`src/sv/ssit_pkg.sv`:
```
// Shared types, request and status codes for the sorted set insertion table.
package ssit_pkg;

   localparam int CAPACITY_DEFAULT = 32;
   localparam int KEY_W            = 32;
   localparam int POS_W            = 6;
   localparam int COUNT_W          = 7;
   localparam int STATUS_W         = 3;

   localparam logic REQ_INSERT = 1'b0;
   localparam logic REQ_DUMP   = 1'b1;

   localparam logic [STATUS_W-1:0] STATUS_INSERTED  = 3'd0;
   localparam logic [STATUS_W-1:0] STATUS_DUPLICATE = 3'd1;
   localparam logic [STATUS_W-1:0] STATUS_FULL      = 3'd2;
   localparam logic [STATUS_W-1:0] STATUS_ENTRY     = 3'd3;
   localparam logic [STATUS_W-1:0] STATUS_EMPTY     = 3'd4;

   typedef struct packed {
      logic                    req_type;
      logic signed [KEY_W-1:0] key_in;
   } ssit_req_type;

   typedef struct packed {
      logic [STATUS_W-1:0]     status;
      logic [POS_W-1:0]        position;
      logic signed [KEY_W-1:0] key_out;
      logic [COUNT_W-1:0]      entry_count;
      logic                    last;
   } ssit_rsp_type;

   typedef enum logic [1:0] {
      DP_NOP,
      DP_INSERT,
      DP_DUMP_START,
      DP_DUMP_NEXT
   } ssit_op_type;

   typedef struct packed {
      ssit_op_type op;
   } ssit_cmd_type;

   typedef struct packed {
      logic count_zero;
      logic first_last;
      logic next_last;
   } ssit_status_type;

   typedef enum logic {
      CTL_IDLE,
      CTL_DUMP
   } ssit_state_type;

endpackage

```
`src/sv/ssit_datapath.sv`:
```
// Key cell row with parallel compare and shift, dump rotation and result register.
module ssit_datapath
   import ssit_pkg::*;
#(
   parameter int CAPACITY = CAPACITY_DEFAULT
) (
   input  logic            clock,
   input  logic            reset,
   input  ssit_cmd_type    cmd,
   input  ssit_req_type    req_data,
   output ssit_status_type status,
   output ssit_rsp_type    rsp_data
);

   localparam int IDX_W = $clog2(CAPACITY);
   localparam int CNT_W = $clog2(CAPACITY + 1);

   logic signed [KEY_W-1:0] cells_ff [CAPACITY];
   logic signed [KEY_W-1:0] cells_in [CAPACITY];
   logic [CNT_W-1:0]        count_ff, count_in;
   logic [CNT_W-1:0]        idx_ff, idx_in;
   ssit_rsp_type            rsp_ff, rsp_in;

   logic [CAPACITY-1:0]     lt;
   logic [CAPACITY-1:0]     eq;
   logic [CAPACITY-1:0]     first;
   logic [IDX_W-1:0]        pos;
   logic [CNT_W-1:0]        count_m1;
   logic                    dup;
   logic                    full;

   assign count_m1 = count_ff - CNT_W'(1);
   assign full     = (count_ff == CNT_W'(CAPACITY));
   assign dup      = |eq;

   assign status.count_zero = (count_ff == '0);
   assign status.first_last = (count_ff == CNT_W'(1));
   assign status.next_last  = ((idx_ff + CNT_W'(1)) == count_ff);

   always_comb begin
      pos = '0;
      for (int i = 0; i < CAPACITY; i++) begin
         lt[i] = (CNT_W'(i) < count_ff) && (cells_ff[i] < req_data.key_in);
         eq[i] = (CNT_W'(i) < count_ff) && (cells_ff[i] == req_data.key_in);
      end
      for (int i = 0; i < CAPACITY; i++) begin
         if (i == 0) begin
            first[i] = !lt[i];
         end else begin
            first[i] = !lt[i] && lt[i-1];
         end
         if (first[i]) begin
            pos = pos | IDX_W'(i);
         end
      end
   end

   always_comb begin
      cells_in = cells_ff;
      count_in = count_ff;
      idx_in   = idx_ff;
      rsp_in   = rsp_ff;
      case (cmd.op)
         DP_INSERT: begin
            rsp_in.key_out     = req_data.key_in;
            rsp_in.last        = 1'b1;
            rsp_in.entry_count = COUNT_W'(count_ff);
            if (dup) begin
               rsp_in.status   = STATUS_DUPLICATE;
               rsp_in.position = POS_W'(pos);
            end else if (full) begin
               rsp_in.status   = STATUS_FULL;
               rsp_in.position = '0;
            end else begin
               rsp_in.status      = STATUS_INSERTED;
               rsp_in.position    = POS_W'(pos);
               rsp_in.entry_count = COUNT_W'(count_ff + CNT_W'(1));
               count_in           = count_ff + CNT_W'(1);
               for (int i = 0; i < CAPACITY; i++) begin
                  if (first[i]) begin
                     cells_in[i] = req_data.key_in;
                  end else if (i > 0 && !lt[i-1] && !first[i]) begin
                     cells_in[i] = cells_ff[i-1];
                  end
               end
            end
         end
         DP_DUMP_START, DP_DUMP_NEXT: begin
            if (status.count_zero) begin
               rsp_in.status      = STATUS_EMPTY;
               rsp_in.position    = '0;
               rsp_in.key_out     = '0;
               rsp_in.entry_count = '0;
               rsp_in.last        = 1'b1;
            end else begin
               rsp_in.status      = STATUS_ENTRY;
               rsp_in.key_out     = cells_ff[0];
               rsp_in.entry_count = COUNT_W'(count_ff);
               if (cmd.op == DP_DUMP_START) begin
                  rsp_in.position = '0;
                  rsp_in.last     = status.first_last;
                  idx_in          = CNT_W'(1);
               end else begin
                  rsp_in.position = POS_W'(idx_ff[IDX_W-1:0]);
                  rsp_in.last     = status.next_last;
                  idx_in          = idx_ff + CNT_W'(1);
               end
               for (int i = 0; i < CAPACITY; i++) begin
                  if (CNT_W'(i) == count_m1) begin
                     cells_in[i] = cells_ff[0];
                  end else if (i < CAPACITY - 1) begin
                     cells_in[i] = cells_ff[i+1];
                  end
               end
            end
         end
         default: begin
         end
      endcase
   end

   always_ff @(posedge clock) begin
      cells_ff <= cells_in;
      rsp_ff   <= rsp_in;
      idx_ff   <= idx_in;
      if (reset) begin
         count_ff <= '0;
      end else begin
         count_ff <= count_in;
      end
   end

   assign rsp_data = rsp_ff;

endmodule

```
`src/sv/ssit_controller.sv`:
```
// Request sequencing: accept control, dump walk and result valid tracking.
module ssit_controller
   import ssit_pkg::*;
(
   input  logic            clock,
   input  logic            reset,
   input  logic            req_valid,
   output logic            req_stall,
   input  logic            req_dump,
   output logic            rsp_valid,
   input  logic            rsp_stall,
   input  ssit_status_type status,
   output ssit_cmd_type    cmd
);

   ssit_state_type state_ff, state_in;
   logic           rsp_valid_ff, rsp_valid_in;
   logic           out_free;

   assign out_free = !rsp_valid_ff || !rsp_stall;

   always_comb begin
      state_in  = state_ff;
      cmd.op    = DP_NOP;
      req_stall = !((state_ff == CTL_IDLE) && out_free);
      case (state_ff)
         CTL_IDLE: begin
            if (req_valid && out_free) begin
               if (req_dump == REQ_DUMP) begin
                  cmd.op = DP_DUMP_START;
                  if (!status.count_zero && !status.first_last) begin
                     state_in = CTL_DUMP;
                  end
               end else begin
                  cmd.op = DP_INSERT;
               end
            end
         end
         CTL_DUMP: begin
            if (out_free) begin
               cmd.op = DP_DUMP_NEXT;
               if (status.next_last) begin
                  state_in = CTL_IDLE;
               end
            end
         end
         default: begin
            state_in = CTL_IDLE;
         end
      endcase
      rsp_valid_in = (cmd.op != DP_NOP) || (rsp_valid_ff && rsp_stall);
   end

   always_ff @(posedge clock) begin
      if (reset) begin
         state_ff     <= CTL_IDLE;
         rsp_valid_ff <= 1'b0;
      end else begin
         state_ff     <= state_in;
         rsp_valid_ff <= rsp_valid_in;
      end
   end

   assign rsp_valid = rsp_valid_ff;

endmodule

```
`src/sv/sorted_set_insertion_table.sv`:
```
// Sorted set insertion table: top level joining controller and cell-row datapath.
//
// Keeps up to CAPACITY distinct signed 32-bit keys in ascending order.
// Request channel (req_valid/req_stall/req_data): req_type 0 inserts key_in,
// req_type 1 dumps the table. Result channel (rsp_valid/rsp_stall/rsp_data)
// carries status, position, key, entry count and a last flag.
// An insert compares the key against every cell at once and shifts larger
// keys up in the same cycle: one request per cycle while req_stall is low,
// one result, visible on the cycle after acceptance. A dump streams one
// stored key per cycle while rsp_stall is low, in ascending order by
// rotating the cell row, occupying the block until the last entry, which
// carries last = 1. An empty table dumps a single empty status.
// The result register frees as its result is taken, so a new request is
// accepted in the cycle the previous result leaves. While a pending result
// is held by rsp_stall, it stays unchanged and req_stall stays high.
// Reset (synchronous, active high) empties the table and drops any pending
// result; stored key cells are not cleared.
module sorted_set_insertion_table
   import ssit_pkg::*;
#(
   parameter int CAPACITY = CAPACITY_DEFAULT
) (
   input  logic         clock,
   input  logic         reset,
   input  logic         req_valid,
   output logic         req_stall,
   input  ssit_req_type req_data,
   output logic         rsp_valid,
   input  logic         rsp_stall,
   output ssit_rsp_type rsp_data
);

   ssit_cmd_type    cmd;
   ssit_status_type status;

   ssit_controller u_ctl (
      .clock     (clock),
      .reset     (reset),
      .req_valid (req_valid),
      .req_stall (req_stall),
      .req_dump  (req_data.req_type),
      .rsp_valid (rsp_valid),
      .rsp_stall (rsp_stall),
      .status    (status),
      .cmd       (cmd)
   );

   ssit_datapath #(
      .CAPACITY (CAPACITY)
   ) u_dp (
      .clock    (clock),
      .reset    (reset),
      .cmd      (cmd),
      .req_data (req_data),
      .status   (status),
      .rsp_data (rsp_data)
   );

endmodule

```
`config.mk`:
```
export PLATFORM = sky130hd
export DESIGN_NAME = sorted_set_insertion_table
export DESIGN_NICKNAME = d
export VERILOG_FILES = /design/src/sv/ssit_pkg.sv /design/src/sv/ssit_datapath.sv /design/src/sv/ssit_controller.sv /design/src/sv/sorted_set_insertion_table.sv
export SDC_FILE = /design/constraint.sdc
export NUM_CORES = 2
export LEC_CHECK = 0
export BUFFER_PORTS_ARGS = -buffer_cell sky130_fd_sc_hd__buf_4
export CAP_MARGIN = 20
export CORE_ASPECT_RATIO = 0.8
export CORE_MARGIN = 1.5
export CORE_UTILIZATION = 31
export CTS_CLUSTER_DIAMETER = 30
export DETAILED_ROUTE_END_ITERATION = 6
export HOLD_SLACK_MARGIN = 0.12
export PLACE_DENSITY_LB_ADDON = 0.05
export SYNTH_ARGS = -nofsm -noshare
export SYNTH_HDL_FRONTEND = slang
export SYNTH_SLANG_ARGS = --single-unit
```
`constraint.sdc`:
```
create_clock -name clock -period 6.3 [get_ports clock]
set_input_delay 0 -clock clock [delete_from_list [all_inputs] [get_ports clock]]
set_output_delay 0 -clock clock [all_outputs]
set_load 0.1 [all_outputs]
```
; ---- Word level (Yosys, flattened, before mapping)
; Cells that the tools add are included.
[op_classes]
n_bitwise = 1
n_reduce_logical = 241
eq_ne = 111
muxes = 563
order_cmp = 64
addsub = 4
[ops]
columns = op, count
row1 = 32-bit two-way mux, 472
row2 = 1024-bit two-way mux, 7
row3 = 1024-bit one-hot mux with 2 select lines, 1
row4 = 32-bit equality test, 32
row5 = 32-bit < comparator, 32
row6 = 5-bit AND reduction, 31
row7 = 1-bit logical AND, 130
row8 = 49-bit two-way mux, 2
row9 = 49-bit one-hot mux with 2 select lines, 1
row10 = "5-bit by 6-bit equality test with 1-bit output, first input constant", 16
row11 = "5-bit by 6-bit < comparator with 1-bit output, first input constant", 16
row12 = "3-bit by 1-bit != test with 1-bit output, second input constant", 31
row13 = 5-bit two-way mux, 17
row14 = 6-bit two-way mux, 12
row15 = 1-bit zero test, 68
row16 = "4-bit by 6-bit equality test with 1-bit output, first input constant", 8
row17 = "4-bit by 6-bit < comparator with 1-bit output, first input constant", 8
row18 = 9-bit two-way mux, 4
row19 = 7-bit two-way mux, 5
row20 = 4-bit two-way mux, 8
row21 = 32-bit OR reduction, 1
row22 = "3-bit by 6-bit equality test with 1-bit output, first input constant", 4
row23 = "3-bit by 6-bit < comparator with 1-bit output, first input constant", 4
row24 = 1-bit two-way mux, 18
row25 = other kinds (28), 56
[totals]
regBits = 1087
elab_cells = 1025
input_bits = 37

; ---- Depth between registers and ports, before layout
[depth]
depth_word = 41
depth_mapped = 15
mapped_depth_nobuf = 12

; ---- Modules after synthesis
; From an unflattened synthesis, not the netlist that was laid out.
[hier_totals]
cells_unflattened = 9655
hier_area_um2 = 87963.1
[modules_own_cells]
columns = mod, area_each_um2, seq_area_each_um2, n_inst, cells_per_inst
row1 = ssit_datapath, 87841.7, 32491.2, 1, 9640
row2 = ssit_controller, 121.4, 40.0, 1, 15

; ---- Worst setup path before layout
; No wires, ideal clock.
[synth_timing]
path_type = in2reg
start = in req_data[18] (netlist bit)
end = reg u_dp.cells_ff[64] (netlist bit), enable pin
path_buffers = 1
setup_ns = 0.441
path_stages = 10
required_time_ns = 5.859
path_slack_ns = 0.933
arrival_time_ns = 4.926
path_cell_list = inv_1 -> clkbuf_1 -> ha_1 -> a21o_1 -> a221o_1 -> a221o_1 -> a2111o_1 -> a21oi_1 -> o21bai_1 -> a31oi_1
[synth_between]
elab_chain_cells = 8
elab_cells_between_ends = 77
classes_between = 2 x order compare / 34 x eq/ne / 41 x reduce/logical
[synth_lines]
columns = item, line_no
row1 = "start, declared", sorted_set_insertion_table.sv:27  ; input ssit_req_type req_data,
row2 = 32-bit < comparator, ssit_datapath.sv:43  ; lt[i] = (CNT_W'(i) < count_ff) && (cells_ff[i] < req_data.key_in);
row3 = 1-bit logical AND, ssit_datapath.sv:43
row4 = 1-bit zero test, ssit_datapath.sv:50  ; first[i] = !lt[i] && lt[i-1];
row5 = 1-bit logical AND, ssit_datapath.sv:50
row6 = 1-bit zero test, ssit_datapath.sv:82  ; end else if (i > 0 && !lt[i-1] && !first[i]) begin
row7 = 1-bit logical AND, ssit_datapath.sv:82
row8 = 3-bit by 1-bit != test with 1-bit output (no source line), --
row9 = 5-bit AND reduction (no source line) (*), --
row10 = "end signal, assigned", ssit_datapath.sv:123  ; cells_ff <= cells_in;
row11 = "end, declared", ssit_datapath.sv:18  ; logic signed [KEY_W-1:0] cells_ff [CAPACITY];
; Mark *: on every way between the ends. The rest lies on a longest branch, timed or not.
; A chain may end at the register's enable or synchronous reset.

==> metrics.txt <==
Worst Hold Path Cells 3; Worst Path Max Fanout 33; initial antenna violation count 25; Starting Density 31.2%; clock skew 0.0748 ns; cell count after placement roughly 13000; DRT Wirelength approximately 480 mm; Place WS slightly above 0.5 ns; Synth top area share about 37%; routed via count 82132; Setup-failing EPs final 0; RR Endpoint u_dp.cells_ff[260]$_DFFE_PP_; Worst setup SP type input port; Synth top cells by count 1723 x a21oi_1, 1078 x edfxtp_1, 1031 x ha_1, 964 x a211oi_1, 947 x nor2b_1; largest net degree at the start of global routing 227; Worst-Skew Late Latency about 0.9 ns; area of the multi-input gates 52700 um2; grt ovf 0; IO buf count 86; crit end category register; setup TNS 0 ns; Post-DRT Antenna Nets 0; worst path cell trace dlygate4sd3_1, buf_4, clkinv_2, buf_12, ha_1, nand4_1, nor4_1, a21boi_0, o41ai_1, nor4b_1, mux2i_1, buf_4, nor2b_4, buf_4, mux2i_1, a21oi_1; HP Class in -> reg; crit path max-delay cell type o41ai_1; register area share after synthesis a little under two fifths; R2R Path Start u_dp.count_ff[2]$_SDFFE_PP0P_; htree depth 5; Num CTS Buffers roughly 370; CTS tree done; Top cell by count, worst path buf_4; Worst VDD drop around 230 uV; max cap viols 0; fin nets 10526; Yosys reg bits 1086; CTS root buf clkbuf_16; post-CTS sizing 0; Routability Congestion around 0.94; Hold-fix buffers, CTS 40; Worst Path Arrival approximately 6.3 ns; die area around 290000 um2; Sequential Area between 30000 and 40000 um2; number of global-route vias before repair 77350; HP Start req_valid; clk buf depth 4; Worst Hold Margin 0.357 ns; Reg2Reg Depth 13; routed length per instance 35.1 um; Remaining DRCs 0; Async SR Flop Fraction 0%; postcts setup bufs 0; Cell Area, Synth 87900 um2; cells after synthesis just over 9000; Lkg Pwr ~0.04 uW; Die W approximately 600 um; Sinks on Clock Net ~1100; shortest period the worst path allows between 5 and 6 ns; unrepaired setup endpoints after global routing false; Mapped Nets approximately 10000; Critical Path RT 6.89 ns; non-filler instance count after layout between 10000 and 15000; Synth Warn # 0; Top FF cell, synth edfxtp_1; post-synthesis cell type count a little over 80; cell taking the most area after synthesis edfxtp_1; fill count roughly 28000; num rows around 170; 1st-pass router iterations 6; CP max stage delay around 0.70 ns; Initial DRC Count between 9000 and 10000; Worst slew margin 21.7%; most frequent cell after synthesis a21oi_1; total global-route track usage roughly a third; setup ws final 0.631 ns; Power Density approximately 330 nW/um2; status completed; core area between 200000 and 300000 um2; final max-slew violation count 0; first-pass GRT wire length between 600 and 700 mm; fin util a little under two fifths; HPWL after DPL 335 mm; fraction of layout cells with a size suffix above 1 11.7%; Die Span Y between 400 and 500 um; hold endpoint u_dp.rsp_data[43]$_DFFE_PP_; via/cell ratio 6.07; EDFF count, synth approximately 1100; register-to-register setup slack approximately 1.2 ns; CTS clock-pin slew for the worst setup and hold paths roughly 0.040 ns; Achievable Freq between 0.15 and 0.2 GHz; final hold vios 0; Worst Setup Path Type in -> reg; Area Overhead vs Synth 21.8%; I/O Pins 88; Slew @ Worst Pin about 1.2 ns; Area contributors post-synth edfxtp_1 37%, ha_1 15%, a21oi_1 9.8%; syn avg cell area 9.42 um2; Period Utilization, post-route ~90%
[cell type report]
class                           count  area share (%)
Antenna cell                       11          0.0257
Inverter                          107           0.410
Tap cell                         3784            4.42
Multi-Input combinational cell   7371            49.2
Clock buffer                      442            9.00
Sequential cell                  1086            30.4
Clock inverter                    210            1.82
Timing Repair Buffer              524            4.72
[layer usage]
| metal | vias to the layer above | track usage, % | wire length (um) |
|---|---|---|---|
| met5 | - | 0 | 140 |
| met4 | 10 | 12.3 | 19900 |
| met3 | 719 | 7.38 | 41600 |
| met2 | 3834 | 45.8 | 195000 |
| met1 | 41416 | 46.2 | 219000 |
| li1 | 36153 | - | - |
[cell usage in the layout, fill, tap and decap left out, types with 373 or more instances in the layout]
cell       netlist  routed
a21oi_1       1723    1706
edfxtp_1      1078    1078
ha_1          1031    1031
a211oi_1       964     964
nor2b_1        947     945
mux2i_1        592     592
nor2_1         555     515
buf_4            5     400
nand2_1        395     391
clkbuf_16        0     373
[cells by family (layout without fill, tap and decap cells)]
kind of cell               count (synthesis)  in the layout  synth area share [%]
AOI/OAI and AO/OA                       3271           3271                  22.6
and+or+nand+nor                         2451           2451                  14.8
DFF                                     1086           1086                  37.0
adders and majority gates               1031           1031                  14.7
buffers and inverters                    875           1283                  3.89
muxes                                    599            599                  6.83
xor gates and xnor gates                  18             18                 0.179
other                                      1             12               0.00427
[report_power, final]
group	switching, uW	internal (uW)	total (uW)
Sequential	1180	9280	10500
Clock	5370	12000	17400
Combinational	4720	2360	7080
Total	11300	23700	34900
[per-stage QoR]
stage | total power [uW] | cell area (um2)
floorplan | 14000 | 87900
detailed placement | 17300 | 95000
CTS | 34800 | 107000
finish | 34900 | 107000
global placement | 17200 | 94900
global route | 36000 | 107000
[worst max path at each step]
| stage | cells past startpoint | endpoint | from | slack, ns |
|---|---|---|---|---|
| after floorplan | 10 | u_dp.cells_ff[64]$_DFFE_PP_ | req_data[18] | 0.93 |
| after global placement | 15 | u_dp.cells_ff[176]$_DFFE_PP_ | req_data[15] | 0.53 |
| after detailed placement | 15 | u_dp.cells_ff[190]$_DFFE_PP_ | req_data[7] | 0.51 |
| after CTS | 16 | u_dp.cells_ff[190]$_DFFE_PP_ | req_data[15] | 0.82 |
| after global routing | 17 | u_dp.cells_ff[160]$_DFFE_PP_ | req_data[15] | 0.65 |
| final | 16 | u_dp.cells_ff[190]$_DFFE_PP_ | req_data[15] | 0.63 |
[sequential cells by signal (all words and copies together) (netlist names)]
| signal | cells |
|---|---|
| u_dp.count_ff | 6 |
| u_ctl.rsp_valid | 1 |
| u_dp.cells_ff | 1024 |
| u_dp.idx_ff | 6 |
| u_dp.rsp_data | 48 |
| u_ctl.state_ff | 1 |
[critical path: cells and delay by family]
family                   cells  cell delay, ns
AND/OR/NAND/NOR              4            1.11
adder cells (fa/ha/maj)      1            0.37
AO/OA/AOI/OAI                3            0.94
buffers and inverters        6            2.78
multiplexers                 2            0.89
(Power assumes the default switching activity.)
